[config.mk]
export PLATFORM = sky130hd
export DESIGN_NAME = differential_drive_odometry_flat
export DESIGN_NICKNAME = d
export VERILOG_FILES = /design/src/rtl/ddo_pkg.sv /design/src/rtl/ddo_in_if.sv /design/src/rtl/ddo_out_if.sv /design/src/rtl/ddo_serial_mul.sv /design/src/rtl/differential_drive_odometry.sv /design/src/flat_wrapper.sv
export VERILOG_INCLUDE_DIRS = /design/src /design/src/rtl
export SDC_FILE = /design/constraint.sdc
export NUM_CORES = 2
export LEC_CHECK = 0
export BUFFER_PORTS_ARGS = -buffer_cell sky130_fd_sc_hd__buf_2
export CAP_MARGIN = 0
export CORE_MARGIN = 5
export CORE_UTILIZATION = 40
export CTS_CLUSTER_DIAMETER = 200
export CTS_CLUSTER_SIZE = 14
export DETAILED_ROUTE_END_ITERATION = 16
export PLACE_DENSITY_LB_ADDON = 0.2
export SLEW_MARGIN = 20
export SYNTH_ARGS = -nofsm -noshare
export SYNTH_HDL_FRONTEND = slang
export SYNTH_SLANG_ARGS = --single-unit
[constraint.sdc]
create_clock -name clk -period 7.9 [get_ports clk]
set_clock_uncertainty 0.2 [all_clocks]
set_input_delay 1.58 -clock clk [delete_from_list [all_inputs] [get_ports clk]]
set_output_delay 1.58 -clock clk [all_outputs]
set_load 0.05 [all_outputs]
[src/rtl/differential_drive_odometry_defines.svh]
// Assertion macros shared by the odometry RTL
`ifndef DIFFERENTIAL_DRIVE_ODOMETRY_DEFINES_SVH
`define DIFFERENTIAL_DRIVE_ODOMETRY_DEFINES_SVH

// same-cycle implication, sampled on clk, off during rst
`define DDO_ASSERT_NOW(label, ante, cons, msg) \
  label: assert property (@(posedge clk) disable iff (rst) (ante) |-> (cons)) \
    else $error(msg);

// next-cycle implication, sampled on clk, off during rst
`define DDO_ASSERT_NEXT(label, ante, cons, msg) \
  label: assert property (@(posedge clk) disable iff (rst) (ante) |=> (cons)) \
    else $error(msg);

`endif

[src/rtl/ddo_pkg.sv]
// Shared widths, constants, tables and types for the odometry block
package ddo_pkg;

  localparam int POS_W     = 32;
  localparam int HEAD_W    = 31;
  localparam int DPT_W     = 24;
  localparam int HPT_W     = 30;
  localparam int LPT_W     = 24;
  localparam int CFG_W     = 30;
  localparam int CFG_IDX_W = 2;

  typedef enum logic [CFG_IDX_W-1:0] {
    CFG_DISTANCE = 2'd0,
    CFG_HEADING  = 2'd1,
    CFG_LATERAL  = 2'd2
  } cfg_reg_t;

  localparam logic [DPT_W-1:0] DPT_RESET = 24'd65536;
  localparam logic [HPT_W-1:0] HPT_RESET = 30'd268435456;
  localparam logic [LPT_W-1:0] LPT_RESET = 24'd0;

  localparam logic [HEAD_W-1:0] TWO_PI_Q28  = 31'd1686629713;
  localparam logic [HEAD_W-1:0] PI_Q28      = 31'd843314857;
  localparam logic [HEAD_W-1:0] HALF_PI_Q28 = 31'd421657428;
  localparam logic signed [31:0] CORDIC_GAIN_Q28 = 32'sd163008218;

  localparam int CORDIC_STEPS_DEF = 24;
  localparam int ATAN_N  = 32;
  localparam int ATAN_IW = 5;

  localparam logic [31:0] ATAN_Q28 [ATAN_N] = '{
    32'd210828714, 32'd124459457, 32'd65760959, 32'd33381290,
    32'd16755422,  32'd8385879,   32'd4193963,  32'd2097109,
    32'd1048571,   32'd524287,    32'd262144,   32'd131072,
    32'd65536,     32'd32768,     32'd16384,    32'd8192,
    32'd4096,      32'd2048,      32'd1024,     32'd512,
    32'd256,       32'd128,       32'd64,       32'd32,
    32'd16,        32'd8,         32'd4,        32'd2,
    32'd1,         32'd1,         32'd0,        32'd0
  };

  // serial multipliers: signed operand widths and product width
  localparam int MUL_AW = 35;
  localparam int MUL_BW = 31;
  localparam int MUL_PW = MUL_AW + MUL_BW;
  localparam int MUL_N  = 4;

  localparam int TURN_W = 49;
  localparam int DXY_W  = 39;

  // remainder by two pi: restoring subtract, one quotient bit a cycle
  localparam int REM_W     = 49;
  localparam int REM_STEPS = 19;
  localparam int REM_CW    = 5;
  localparam logic [REM_W-1:0] REM_D0 = REM_W'(TWO_PI_Q28) << (REM_STEPS - 1);

  localparam logic signed [MUL_AW-1:0] INC_MAX = 35'sh2_0000_0000;
  localparam logic signed [MUL_AW-1:0] INC_MIN = -INC_MAX;

  typedef enum logic [3:0] {
    S_IDLE, S_DIFF, S_MUL1, S_MID, S_REM, S_CORDIC, S_ROT, S_MUL2, S_SUM, S_POSE, S_OUT
  } state_t;

endpackage

[src/rtl/ddo_in_if.sv]
// Input channel: encoder readings and mode
interface ddo_in_if;
  logic                              valid;
  logic                              ready;
  logic                              mode;
  logic signed [ddo_pkg::POS_W-1:0]  left_position;
  logic signed [ddo_pkg::POS_W-1:0]  right_position;

  modport source (output valid, mode, left_position, right_position, input ready);
  modport sink   (input valid, mode, left_position, right_position, output ready);
endinterface

[src/rtl/ddo_out_if.sv]
// Output channel: pose
interface ddo_out_if;
  logic                              valid;
  logic                              ready;
  logic signed [ddo_pkg::POS_W-1:0]  x_position;
  logic signed [ddo_pkg::POS_W-1:0]  y_position;
  logic [ddo_pkg::HEAD_W-1:0]        heading;

  modport source (output valid, x_position, y_position, heading, input ready);
  modport sink   (input valid, x_position, y_position, heading, output ready);
endinterface

[src/rtl/ddo_serial_mul.sv]
// Bit-serial signed multiplier, one multiplier bit per cycle
module ddo_serial_mul #(
  parameter int WA = ddo_pkg::MUL_AW,
  parameter int WB = ddo_pkg::MUL_BW
) (
  input  logic                    clk,
  input  logic                    rst,
  input  logic                    start,
  input  logic signed [WA-1:0]    a,
  input  logic signed [WB-1:0]    b,
  output logic signed [WA+WB-1:0] product,
  output logic                    done
);
  localparam int CW = $clog2(WB + 1);

  logic signed [WA-1:0] a_r;
  logic signed [WA:0]   hi;
  logic [WB-1:0]        lo;
  logic [CW-1:0]        cnt;
  logic signed [WA+1:0] pp;
  logic signed [WA+1:0] sum;
  logic [WA+WB:0]       acc;

  always_comb begin
    pp  = lo[0] ? (WA+2)'(a_r) : '0;
    sum = (cnt == CW'(1)) ? ((WA+2)'(hi) - pp) : ((WA+2)'(hi) + pp);
  end

  always_ff @(posedge clk) begin
    if (rst) begin
      cnt  <= '0;
      done <= 1'b0;
    end else begin
      done <= 1'b0;
      if (start) begin
        cnt <= CW'(WB);
      end else if (cnt != '0) begin
        cnt  <= cnt - CW'(1);
        done <= (cnt == CW'(1));
      end
    end
  end

  always_ff @(posedge clk) begin
    if (start) begin
      a_r <= a;
      hi  <= '0;
      lo  <= b;
    end else if (cnt != '0) begin
      hi <= sum[WA+1:1];
      lo <= {sum[0], lo[WB-1:1]};
    end
  end

  assign acc     = {hi, lo};
  assign product = acc[WA+WB-1:0];

endmodule

[src/rtl/differential_drive_odometry.sv]
// Differential-drive odometry top level: pose update from encoder readings
// An update steps through DIFF, MUL1, MID, REM, CORDIC, ROT, MUL2, SUM and POSE; a clear
// goes straight to OUT. An update makes two passes of the shared bit-serial multipliers
// and of the two-pi remainder unit, and one of the CORDIC loop. Readings are taken in IDLE only.
// A new transaction is taken while the previous pose still waits at the output.
// Reset (synchronous, rst high): pose (0, 0, pi/2), readings zero, registers
// at their reset values.
`include "differential_drive_odometry_defines.svh"

module differential_drive_odometry #(
  parameter int CORDIC_STEPS = ddo_pkg::CORDIC_STEPS_DEF
) (
  input  logic                            clk,
  input  logic                            rst,
  input  logic                            cfg_we,
  input  logic [ddo_pkg::CFG_IDX_W-1:0]   cfg_index,
  input  logic [ddo_pkg::CFG_W-1:0]       cfg_data,
  ddo_in_if.sink                          in_ch,
  ddo_out_if.source                       out_ch
);
  import ddo_pkg::*;

  localparam int CIW = $clog2(CORDIC_STEPS);

  state_t state, state_next;

  logic [DPT_W-1:0]        distance_per_turn;
  logic [HPT_W-1:0]        heading_per_turn;
  logic signed [LPT_W-1:0] lateral_per_turn;

  logic signed [POS_W-1:0] last_left, last_right, pose_x, pose_y;
  logic [HEAD_W-1:0]       pose_heading;
  logic signed [POS_W:0]   dl, dr;
  logic signed [MUL_AW-1:0] fwd, lat;
  logic signed [TURN_W-1:0] turn;
  logic signed [DXY_W-1:0] dx, dy;

  logic [REM_W-1:0]  rem_r, rem_d;
  logic [REM_CW-1:0] rem_cnt;
  logic              rem_neg, h_hi, h_lo;
  logic [HEAD_W-1:0] h_t;

  logic signed [31:0] cx, cy, cz;
  logic               neg_cos;
  logic [CIW-1:0]     cord_i;

  logic                    out_valid;
  logic signed [POS_W-1:0] out_x, out_y;
  logic [HEAD_W-1:0]       out_h;

  logic                     mul_start;
  logic signed [MUL_AW-1:0] mul_a [MUL_N];
  logic signed [MUL_BW-1:0] mul_b [MUL_N];
  logic signed [MUL_PW-1:0] prod  [MUL_N];
  logic [MUL_N-1:0]         mul_done;

  logic                     in_take, out_load, cord_last;
  logic signed [POS_W+1:0]  ss, sl;
  logic signed [TURN_W-1:0] mid, tsum;
  logic [HEAD_W-1:0]        a0;
  logic signed [31:0]       a1, zf;
  logic                     fold;
  logic signed [31:0]       sx, sy, atan_i, c_fin;
  logic signed [MUL_PW:0]   dx_full, dy_full;
  logic signed [POS_W+7:0]  x_sum, y_sum;
  logic [HEAD_W-1:0]        h_new;

  function automatic logic signed [MUL_AW-1:0] clamp_inc(input logic signed [49:0] v);
    logic signed [MUL_AW-1:0] r;
    if (v > 50'(INC_MAX))      r = INC_MAX;
    else if (v < 50'(INC_MIN)) r = INC_MIN;
    else                       r = v[MUL_AW-1:0];
    return r;
  endfunction

  function automatic logic signed [POS_W-1:0] clamp_pos(input logic signed [POS_W+7:0] v);
    logic signed [POS_W-1:0] r;
    if (v > 40'sd2147483647)       r = 32'sh7FFF_FFFF;
    else if (v < -40'sd2147483648) r = 32'sh8000_0000;
    else                           r = v[POS_W-1:0];
    return r;
  endfunction

  assign in_ch.ready       = (state == S_IDLE);
  assign in_take           = in_ch.valid && in_ch.ready;
  assign out_load          = (state == S_OUT) && (!out_valid || out_ch.ready);
  assign out_ch.valid      = out_valid;
  assign out_ch.x_position = out_x;
  assign out_ch.y_position = out_y;
  assign out_ch.heading    = out_h;

  assign cord_last = (cord_i == CIW'(CORDIC_STEPS - 1));

  always_ff @(posedge clk) begin
    if (rst) state <= S_IDLE;
    else     state <= state_next;
  end

  always_comb begin
    state_next = state;
    mul_start  = 1'b0;
    case (state)
      S_IDLE:   if (in_take) state_next = in_ch.mode ? S_OUT : S_DIFF;
      S_DIFF: begin
        mul_start  = 1'b1;
        state_next = S_MUL1;
      end
      S_MUL1:   if (mul_done[0]) state_next = S_MID;
      S_MID:    state_next = S_REM;
      S_REM:    if (rem_cnt == '0) state_next = S_CORDIC;
      S_CORDIC: if (cord_last) state_next = S_ROT;
      S_ROT: begin
        mul_start  = 1'b1;
        state_next = S_MUL2;
      end
      S_MUL2:   if (mul_done[0]) state_next = S_SUM;
      S_SUM:    state_next = S_POSE;
      S_POSE:   state_next = S_OUT;
      S_OUT:    if (out_load) state_next = S_IDLE;
      default:  state_next = S_IDLE;
    endcase
  end

  // multiplier operands: increments first, then rotation
  always_comb begin
    ss    = (POS_W+2)'(dr) + (POS_W+2)'(dl);
    sl    = (POS_W+2)'(dr) - (POS_W+2)'(dl);
    c_fin = neg_cos ? -cx : cx;
    if (state == S_DIFF) begin
      mul_a[0] = MUL_AW'(ss);
      mul_b[0] = MUL_BW'({1'b0, distance_per_turn});
      mul_a[1] = MUL_AW'(sl);
      mul_b[1] = -MUL_BW'(lateral_per_turn);
      mul_a[2] = MUL_AW'(sl);
      mul_b[2] = MUL_BW'({1'b0, heading_per_turn});
      mul_a[3] = '0;
      mul_b[3] = '0;
    end else begin
      mul_a[0] = fwd;
      mul_b[0] = c_fin[MUL_BW-1:0];
      mul_a[1] = lat;
      mul_b[1] = cy[MUL_BW-1:0];
      mul_a[2] = fwd;
      mul_b[2] = cy[MUL_BW-1:0];
      mul_a[3] = lat;
      mul_b[3] = c_fin[MUL_BW-1:0];
    end
  end

  for (genvar g = 0; g < MUL_N; g++) begin : g_mul
    ddo_serial_mul #(.WA(MUL_AW), .WB(MUL_BW)) u_mul (
      .clk     (clk),
      .rst     (rst),
      .start   (mul_start),
      .a       (mul_a[g]),
      .b       (mul_b[g]),
      .product (prod[g]),
      .done    (mul_done[g])
    );
  end

  always_comb begin
    mid  = $signed(TURN_W'(pose_heading)) + (turn >>> 1);
    tsum = $signed(TURN_W'(pose_heading)) + turn;
    a0   = rem_neg ? (TWO_PI_Q28 - 31'd1 - rem_r[HEAD_W-1:0]) : rem_r[HEAD_W-1:0];
    a1   = (a0 >= PI_Q28) ? (32'(a0) - 32'(TWO_PI_Q28)) : 32'(a0);
    fold = 1'b0;
    zf   = a1;
    if (a1 > $signed(32'(HALF_PI_Q28))) begin
      zf   = 32'(PI_Q28) - a1;
      fold = 1'b1;
    end else if (a1 < -$signed(32'(HALF_PI_Q28))) begin
      zf   = -32'(PI_Q28) - a1;
      fold = 1'b1;
    end
    sx      = cx >>> cord_i;
    sy      = cy >>> cord_i;
    atan_i  = ATAN_Q28[ATAN_IW'(cord_i)];
    dx_full = (MUL_PW+1)'(prod[0]) - (MUL_PW+1)'(prod[1]);
    dy_full = (MUL_PW+1)'(prod[2]) + (MUL_PW+1)'(prod[3]);
    x_sum   = (POS_W+8)'(pose_x) + (POS_W+8)'(dx);
    y_sum   = (POS_W+8)'(pose_y) + (POS_W+8)'(dy);
    if (h_hi)      h_new = rem_r[HEAD_W-1:0] + 31'd1;
    else if (h_lo) h_new = TWO_PI_Q28 - 31'd1 - rem_r[HEAD_W-1:0];
    else           h_new = h_t;
  end

  always_ff @(posedge clk) begin
    if (rst) begin
      distance_per_turn <= DPT_RESET;
      heading_per_turn  <= HPT_RESET;
      lateral_per_turn  <= LPT_RESET;
    end else if (cfg_we) begin
      case (cfg_reg_t'(cfg_index))
        CFG_DISTANCE: distance_per_turn <= cfg_data[DPT_W-1:0];
        CFG_HEADING:  heading_per_turn  <= cfg_data[HPT_W-1:0];
        CFG_LATERAL:  lateral_per_turn  <= cfg_data[LPT_W-1:0];
        default: ;
      endcase
    end
  end

  // pose and readings
  always_ff @(posedge clk) begin
    if (rst) begin
      last_left    <= '0;
      last_right   <= '0;
      pose_x       <= '0;
      pose_y       <= '0;
      pose_heading <= HALF_PI_Q28;
    end else if (in_take) begin
      if (in_ch.mode) begin
        last_left    <= '0;
        last_right   <= '0;
        pose_x       <= '0;
        pose_y       <= '0;
        pose_heading <= HALF_PI_Q28;
      end else begin
        last_left  <= in_ch.left_position;
        last_right <= in_ch.right_position;
      end
    end else if (state == S_POSE) begin
      pose_x       <= clamp_pos(x_sum);
      pose_y       <= clamp_pos(y_sum);
      pose_heading <= h_new;
    end
  end

  always_ff @(posedge clk) begin
    if (in_take) begin
      dl <= (POS_W+1)'(in_ch.left_position) - (POS_W+1)'(last_left);
      dr <= (POS_W+1)'(in_ch.right_position) - (POS_W+1)'(last_right);
    end
    if (state == S_MUL1 && mul_done[0]) begin
      fwd  <= clamp_inc(50'($signed(prod[0][MUL_PW-1:17])));
      lat  <= clamp_inc(prod[1][MUL_PW-1:16]);
      turn <= prod[2][TURN_W+15:16];
    end
    if (state == S_MUL2 && mul_done[0]) begin
      dx <= dx_full[MUL_PW:28];
      dy <= dy_full[MUL_PW:28];
    end
  end

  // remainder unit, shared by the midpoint angle and the heading wrap
  always_ff @(posedge clk) begin
    if (rst) begin
      rem_cnt <= '0;
    end else if (state == S_MID || (state == S_REM && rem_cnt == '0)) begin
      rem_cnt <= REM_CW'(REM_STEPS);
    end else if (rem_cnt != '0) begin
      rem_cnt <= rem_cnt - REM_CW'(1);
    end
  end

  always_ff @(posedge clk) begin
    if (state == S_MID) begin
      rem_neg <= mid[TURN_W-1];
      rem_r   <= mid[TURN_W-1] ? REM_W'(~mid) : REM_W'(mid);
      rem_d   <= REM_D0;
    end else if (state == S_REM && rem_cnt == '0) begin
      h_hi  <= (tsum > $signed(TURN_W'(TWO_PI_Q28)));
      h_lo  <= tsum[TURN_W-1];
      h_t   <= tsum[HEAD_W-1:0];
      rem_r <= tsum[TURN_W-1] ? REM_W'(~tsum) : REM_W'(tsum - TURN_W'(1));
      rem_d <= REM_D0;
    end else if (rem_cnt != '0) begin
      if (rem_r >= rem_d) rem_r <= rem_r - rem_d;
      rem_d <= rem_d >> 1;
    end
  end

  // CORDIC rotation mode
  always_ff @(posedge clk) begin
    if (state == S_REM && rem_cnt == '0) begin
      cx      <= CORDIC_GAIN_Q28;
      cy      <= '0;
      cz      <= zf;
      neg_cos <= fold;
      cord_i  <= '0;
    end else if (state == S_CORDIC) begin
      if (!cz[31]) begin
        cx <= cx - sy;
        cy <= cy + sx;
        cz <= cz - atan_i;
      end else begin
        cx <= cx + sy;
        cy <= cy - sx;
        cz <= cz + atan_i;
      end
      cord_i <= cord_i + CIW'(1);
    end
  end

  always_ff @(posedge clk) begin
    if (rst) begin
      out_valid <= 1'b0;
    end else if (out_load) begin
      out_valid <= 1'b1;
    end else if (out_ch.ready) begin
      out_valid <= 1'b0;
    end
  end

  always_ff @(posedge clk) begin
    if (out_load) begin
      out_x <= pose_x;
      out_y <= pose_y;
      out_h <= pose_heading;
    end
  end

  `DDO_ASSERT_NOW(a_heading_range, 1'b1, pose_heading <= TWO_PI_Q28, "heading out of range")
  `DDO_ASSERT_NOW(a_wrap_ready, state == S_POSE, rem_cnt == '0, "heading wrap not finished")
  `DDO_ASSERT_NEXT(a_hold_result, state == S_OUT && out_valid && !out_ch.ready, state == S_OUT, "pending pose overwritten")
  `DDO_ASSERT_NEXT(a_clear_pose, in_take && in_ch.mode, pose_heading == HALF_PI_Q28 && pose_x == '0, "clear transaction did not reset pose")

endmodule

[src/flat_wrapper.sv]
// flat-port wrapper written by rule: the top's interface ports become plain ports
module differential_drive_odometry_flat import ddo_pkg::*;
#(
  parameter int CORDIC_STEPS = ddo_pkg::CORDIC_STEPS_DEF
)
  (clk, rst, cfg_we, cfg_index, cfg_data, in_ch_valid, in_ch_mode, in_ch_left_position, in_ch_right_position, in_ch_ready, out_ch_valid, out_ch_x_position, out_ch_y_position, out_ch_heading, out_ch_ready);
  ddo_in_if in_ch_i ();
  ddo_out_if out_ch_i ();
  input  logic clk;
  input  logic rst;
  input  logic cfg_we;
  input  logic [ddo_pkg::CFG_IDX_W-1:0] cfg_index;
  input  logic [ddo_pkg::CFG_W-1:0] cfg_data;
  input wire logic [$bits(in_ch_i.valid)-1:0] in_ch_valid;
  input wire logic [$bits(in_ch_i.mode)-1:0] in_ch_mode;
  input wire logic [$bits(in_ch_i.left_position)-1:0] in_ch_left_position;
  input wire logic [$bits(in_ch_i.right_position)-1:0] in_ch_right_position;
  output wire logic [$bits(in_ch_i.ready)-1:0] in_ch_ready;
  output wire logic [$bits(out_ch_i.valid)-1:0] out_ch_valid;
  output wire logic [$bits(out_ch_i.x_position)-1:0] out_ch_x_position;
  output wire logic [$bits(out_ch_i.y_position)-1:0] out_ch_y_position;
  output wire logic [$bits(out_ch_i.heading)-1:0] out_ch_heading;
  input wire logic [$bits(out_ch_i.ready)-1:0] out_ch_ready;
  assign in_ch_i.valid = in_ch_valid;
  assign in_ch_i.mode = in_ch_mode;
  assign in_ch_i.left_position = in_ch_left_position;
  assign in_ch_i.right_position = in_ch_right_position;
  assign in_ch_ready = in_ch_i.ready;
  assign out_ch_valid = out_ch_i.valid;
  assign out_ch_x_position = out_ch_i.x_position;
  assign out_ch_y_position = out_ch_i.y_position;
  assign out_ch_heading = out_ch_i.heading;
  assign out_ch_i.ready = out_ch_ready;
  differential_drive_odometry #(.CORDIC_STEPS(CORDIC_STEPS)) u_core (.clk(clk), .rst(rst), .cfg_we(cfg_we), .cfg_index(cfg_index), .cfg_data(cfg_data), .in_ch(in_ch_i), .out_ch(out_ch_i));
endmodule
== Yosys cells after proc, flatten, opt, wreduce, memory -nomap -nowiden ==
Memory sizes are Yosys's and may differ from the RTL's.
Cells that the tools add are included.
Cells by class
  add/subtract/negate cells: 39
  magnitude comparators: 14
  equality and inequality tests: 24
  shift operators: 2
  mux-type cells: 76
  bitwise logic cells: 5
  reduce and logical (&&, ||, !) cells: 39
Operators with widths (number)
  $mux 32: 21
  $mux 31: 15
  $mux 37: 8
  $mux 49: 6
  $add 36x37->37: 4
  $sub 36x37->37: 4
  $mux 140: 1
  $mux 124: 1
  $not 49->49: 2
  $add 32x32->32: 3
  $sub 32x32->32: 3
  $add 32x39->40: 2
  $gt 40x32->1 const B: 2
  $lt 40x32->1 const B: 2
  $mux 35: 2
  $add 66x66->67: 1
  $sub 66x66->67: 1
  $sub 32x32->33: 2
  $sshr 32x5->32: 2
  $gt 50x35->1 const B: 1
  $lt 50x34->1 const B: 1
  $mux 5: 10
  $add 32x48->49: 1
  $add 32x49->49: 1
  other kinds (49): 103
Word-level totals
  flip-flop bits (word level): 1268
  memory bits (read-only): 1024
  input port bits: 102
  output and inout bits: 97
  word-level logic and storage cells: 252
  memories kept: 1
Memory list
  (name not given): words 32, width 32, rd ports 1, clocked after memory_dff 0, write ports 0, line differential_drive_odometry.sv:178  | atan_i = ATAN_Q28[ATAN_IW'(cord_i)];

== Logic depth before layout (Yosys ltp) ==
  depth after elaboration: 8
  depth in mapped cells: 32
  depth with buffers taken out: 27

== Hierarchy ==
Synthesis repeated with hierarchy kept, for this count alone.
Second synthesis, totals
  cell total of the unflattened synthesis: 11564
  area, all modules: 99051.2 um^2
By module, submodules not included
  differential_drive_odometry: instances 1, cells each 8429, area each 70106.0 um^2, seq. area each 21540.7 um^2
  ddo_serial_mul at u_core.g_mul[0].u_mul ...: instances 3, cells each 789, area each 7265.7 um^2, seq. area each 2822.7 um^2
  ddo_serial_mul at u_core.g_mul[3].u_mul: instances 1, cells each 768, area each 7148.1 um^2, seq. area each 2822.7 um^2

== Least setup slack after synthesis ==
Ideal clock, no wire load.
  path type: reg2reg
  start point: register u_core.cord_i[0]
  end point: register u_core.cy[30]
  setup time: 0.074 ns
  arrival: 6.677 ns
  required time: 7.626 ns
  path slack: 0.948 ns
  stages on the path, launching flop included: 28
  path buffers: 4
  period minus slack after synthesis: 6.952 ns
  path through: dfxtp_1 -> clkbuf_1 -> clkbuf_1 -> clkbuf_1 -> clkbuf_1 -> o21ai_0 -> mux4_2 -> mux2i_1 -> inv_1 -> ha_1 -> mux2i_1 -> fa_1 -> a21o_1 -> a21oi_1 -> o21bai_1 -> a21oi_1 -> o21bai_1 -> a211oi_1 -> o31ai_1 -> nand2_1 -> a2111oi_0 -> a2111oi_0 -> or4_1 -> a31oi_1 -> o21ba_2 -> a21oi_1 -> xor2_1 -> o21ai_0
Between the ends
  word-level cells in the longest chain between the ends: 3
  elaborated cells on any way between the ends: 4
  those cells by class: 2 x add/sub; 1 x shift; 1 x mux
Ends and longest elaborated chain
  start, declared: line differential_drive_odometry.sv:45  | logic [CIW-1:0] cord_i;
  start signal, assigned: line differential_drive_odometry.sv:291  | cord_i <= cord_i + CIW'(1);
  $sshr 32x5->32 *: line differential_drive_odometry.sv:176  | sx = cx >>> cord_i;
  $add 32x32->32 / $sub 32x32->32 (equally long branches): line differential_drive_odometry.sv:284, differential_drive_odometry.sv:288
  $mux 32 *: line differential_drive_odometry.sv:282  | if (!cz[31]) begin
  end signal, assigned: line differential_drive_odometry.sv:284  | cy <= cy + sx;
  end signal, assigned: line differential_drive_odometry.sv:288  | cy <= cy - sx;
  end, declared: line differential_drive_odometry.sv:43  | logic signed [31:0] cx, cy, cz;
Every way passes the cells marked *; elsewhere a longest branch is shown, timed or not.
A chain may end at the register's enable or synchronous reset.

== Worst setup path in the final report ==
  start point: register u_core.rem_r[0]
  end point: register u_core.cz[27] (data pin)
Between the ends
  word-level cells in the longest chain between the ends: 8
  elaborated cells on any way between the ends: 12
  those cells by class: 4 x add/sub; 3 x order compare; 5 x mux
Ends and longest elaborated chain
  start, declared: line differential_drive_odometry.sv:38  | logic [REM_W-1:0] rem_r, rem_d;
  start signal, assigned: line differential_drive_odometry.sv:259  | rem_r <= mid[TURN_W-1] ? REM_W'(~mid) : REM_W'(mid);
  start signal, assigned: line differential_drive_odometry.sv:265  | rem_r <= tsum[TURN_W-1] ? REM_W'(~tsum) : REM_W'(tsum - TURN_W'(1));
  start signal, assigned: line differential_drive_odometry.sv:268  | if (rem_r >= rem_d) rem_r <= rem_r - rem_d;
  $sub 31x31->31: line differential_drive_odometry.sv:165  | a0 = rem_neg ? (TWO_PI_Q28 - 31'd1 - rem_r[HEAD_W-1:0]) : rem_r[HEAD_W-1:0];
  $mux 31 *: line differential_drive_odometry.sv:165
  $sub 31x31->32 / $ge 31x30->1 (equally long branches): line differential_drive_odometry.sv:166  | a1 = (a0 >= PI_Q28) ? (32'(a0) - 32'(TWO_PI_Q28)) : 32'(a0);
  $mux 32 *: line differential_drive_odometry.sv:166
  $sub 32x32->32 / $lt 32x30->1 (equally long branches): line differential_drive_odometry.sv:173, differential_drive_odometry.sv:172
  $mux 32: line differential_drive_odometry.sv:172  | end else if (a1 < -$signed(32'(HALF_PI_Q28))) begin
  $mux 32 *: line differential_drive_odometry.sv:169  | if (a1 > $signed(32'(HALF_PI_Q28))) begin
  $mux 32 *: line differential_drive_odometry.sv:275  | if (state == S_REM && rem_cnt == '0) begin
  end signal, assigned: line differential_drive_odometry.sv:278  | cz <= zf;
  end signal, assigned: line differential_drive_odometry.sv:285  | cz <= cz - atan_i;
  end signal, assigned: line differential_drive_odometry.sv:289  | cz <= cz + atan_i;
  end, declared: line differential_drive_odometry.sv:43
Marked as above.

==> run_results.csv <==
group,metric,value,unit
status,outcome,"finished, final reports clean",
detailed_routing,drtAntennaViolNets,0,
synthesis,ys_async_sr_fraction,0,%
global_route,grt_pass1_wl,459000,um
clock_network,clkTransAtPathRegs,0.08,ns
synthesis,yosys_warnings,0,
layout,multi_input_area,57500,sq um
timing,drv_slew,0,
timing,tightest_slew,1.15,ns
synthesis,synth_top_cell_area_share,23.6,%
timing,setup_viol,0,
layout,area_growth,7.59,%
synthesis,ys_seq_area_share,34.9,%
layout,nets,11700,
clock_network,htreeDepth,3,
detailed_routing,route.vias.total,82100,
layout,n_fill_cell,23100,
clock_network,cts_max_path_buffers,3,
floorplanning,rows,177,
global_route,antenna_found_initial,11,
synthesis,synthTopCellsByArea,"edfxtp_1 (24%), dfxtp_1 (11%), ha_1 (9.6%)",
floorplanning,core_area,233000,sq um
synthesis,yosys_register_bits,1267,
synthesis,synth-edff-count,737,
global_route,grt-ovfl-total,0,
clock_network,clock_latency,0.79,ns
timing,rsz0062_at_grt,"false",
timing,hold_violations,0,
detailed_routing,drt_iter0_markers,7242,
detailed_routing,dr.pass1.iters,9,
detailed_routing,routed_wl,303000,um
clock_network,cts_root_buf,"clkbuf_16",
clock_network,cts_tree,"done",
setup_path,cp_data_required_time,8.25,ns
setup_path,critPathKind,"reg2reg",
synthesis,synthCells,10900,
detailed_routing,remaining_drc_errors,0,
clock_network,ctsResizeCount,0,
floorplanning,start_util,40.2,%
synthesis,syn_area,93700,sq um
synthesis,synth_ff_type,"edfxtp_1",
clock_network,cts.sinks,1267,
timing,slew_headroom,23.4,%
synthesis,yosysUniqueCellTypes,107,
clock_network,cts_setup_buffers,0,
synthesis,synth_nets,11800,
hold_path,hp-class,"reg2reg",
floorplanning,die_w,494,um
layout,drive_gt1_share,6.41,%
setup_path,worstSetupStartpointType,"flip-flop",
setup_path,cp_max_fo,18,
floorplanning,die_area,244000,sq um
setup_path,arrival,7.56,ns
timing,fmax,139,MHz
global_route,grt_max_degree,185,
place,port-buffer-count,198,
layout,regArea,32800,sq um
synthesis,synth.avg_cell_area,8.58,sq um
floorplanning,die_h,494,um
detailed_routing,wl_per_cell,21.6,um
setup_path,cp-end-kind,"flip-flop",
timing,fin_tns_setup,0,ns
timing,finalCriticalPeriod,7.21,ns
floorplanning,ios,199,
layout,final_common_cell,"nand2_1",
global_route,grtUsageTotal,23.8,%
clock_network,numCtsBuffers,100,
clock_network,hold_buffers,0,
place,place_hpwl,232000,um
run,drv_cap,0,
synthesis,yosysTopAreaCell,"edfxtp_1",
global_route,grt_pass1_vias,75800,
layout,final_cell_mix,"nand2_1 (1396), a21oi_1 (1102), nor2_1 (823), edfxtp_1 (737), ha_1 (721)",
place,gp_congestion,0.938,
detailed_routing,vias_per_cell,5.84,
timing,fin_crit_sh,91.3,%
[state kept, by name, indices dropped and copies added, names as in the netlist, 33 cells and up]
| signal | flops |
|---|---|
| u_core.dy | 39 |
| u_core.rem_d | 49 |
| u_core.g_mul.u_mul.hi | 144 |
| u_core.g_mul.u_mul.a_r | 139 |
| u_core.turn | 49 |
| u_core.g_mul.u_mul.lo | 124 |
| u_core.lat | 35 |
| u_core.dr | 33 |
| u_core.dx | 39 |
| u_core.fwd | 35 |
| u_core.dl | 33 |
| u_core.rem_r | 49 |
[worst paths after layout]
kind / start / endpoint / slack [ns] / depth (start not counted)
worst max-delay path: u_core.rem_r[0]$_DFFE_PP_ / u_core.cz[27]$_DFFE_PP_ / 0.69 / 19
worst min-delay path: u_core.last_right[8]$_SDFFE_PP0P_ / u_core.last_right[8]$_SDFFE_PP0P_ / 0.25 / 2
worst max register to register: u_core.rem_r[0]$_DFFE_PP_ / u_core.cz[27]$_DFFE_PP_ / 0.69 / 19
worst min register to register: u_core.last_right[8]$_SDFFE_PP0P_ / u_core.last_right[8]$_SDFFE_PP0P_ / 0.25 / 2
[worst max-delay path, cell delays in order (launching register included)]
cell and delay, ns:
edfxtp_1 0.38, inv_1 0.14, ha_1 0.34, or3b_1 0.54
a221oi_2 0.52, o21ai_1 0.19, a21boi_0 0.27, or2_0 0.35
and4_1 0.40, a2111o_1 0.62, nand4_1 0.25, xnor2_2 0.31
or4b_1 0.49, or4b_1 0.57, o31a_1 0.31, o21ai_0 0.08
buf_4 0.24, a31oi_1 0.13, or3_1 0.38, a31o_1 0.22
[area by class of cell]
cell class / count / area share (%)
multi-input cells: 8687 / 57.0
flip-flops and latches: 1267 / 32.5
well taps: 3132 / 3.89
clock buffers: 182 / 2.82
repair buffers: 329 / 2.03
inverters: 454 / 1.70
clock inverters: 3 / 0.0236
diodes: 9 / 0.0223
[per-layer routing]
metal,GRT usage [%],vias up,wire [um]
met3,2.86,375,19400
met1,35.1,39500,143000
met5,0,-,13
li1,-,39600,-
met2,37.0,2639,133000
met4,5.51,2,7470
[stage by stage]
stage	cells	hold slack (ns)	setup WS [ns]	util, %	instance area [sq um]
after floorplan	10900	0.232	0.948	-	93700
after global placement	13900	0.237	0.823	42.0	97900
after detailed placement	13900	0.244	0.764	42.0	97900
after CTS	14100	0.254	0.727	43.3	101000
after global routing	14100	0.268	0.0466	43.3	101000
final	14100	0.250	0.691	43.3	101000
[cells in the mapped netlist (134+ instances only)]
cell type / count
clkbuf_1: 422
a21o_1: 211
nor3_1: 245
xnor2_1: 561
o21ai_0: 542
inv_1: 448
a21oi_1: 1103
nand3_1: 255
edfxtp_1: 737
dfxtp_1: 530
o21a_1: 134
xor2_1: 365
nand2_1: 1401
nor2_1: 835
ha_1: 721
[logic make-up (layout without fill, tap and decap cells)]
logic type | after synthesis | in the layout | synth area share (%)
other | 0 | 9 | 0
muxes | 157 | 157 | 2.57
buffers and inverters | 964 | 968 | 3.93
DFF | 1267 | 1267 | 34.9
AOI/OAI and AO/OA | 3097 | 3097 | 21.0
adders and majority gates | 737 | 737 | 9.97
and+or+nand+nor | 3768 | 3768 | 18.9
xor gates and xnor gates | 928 | 928 | 8.69
Power is not shown: default switching activity piles up to over one toggle a cycle in this logic, so the estimate is an artifact.
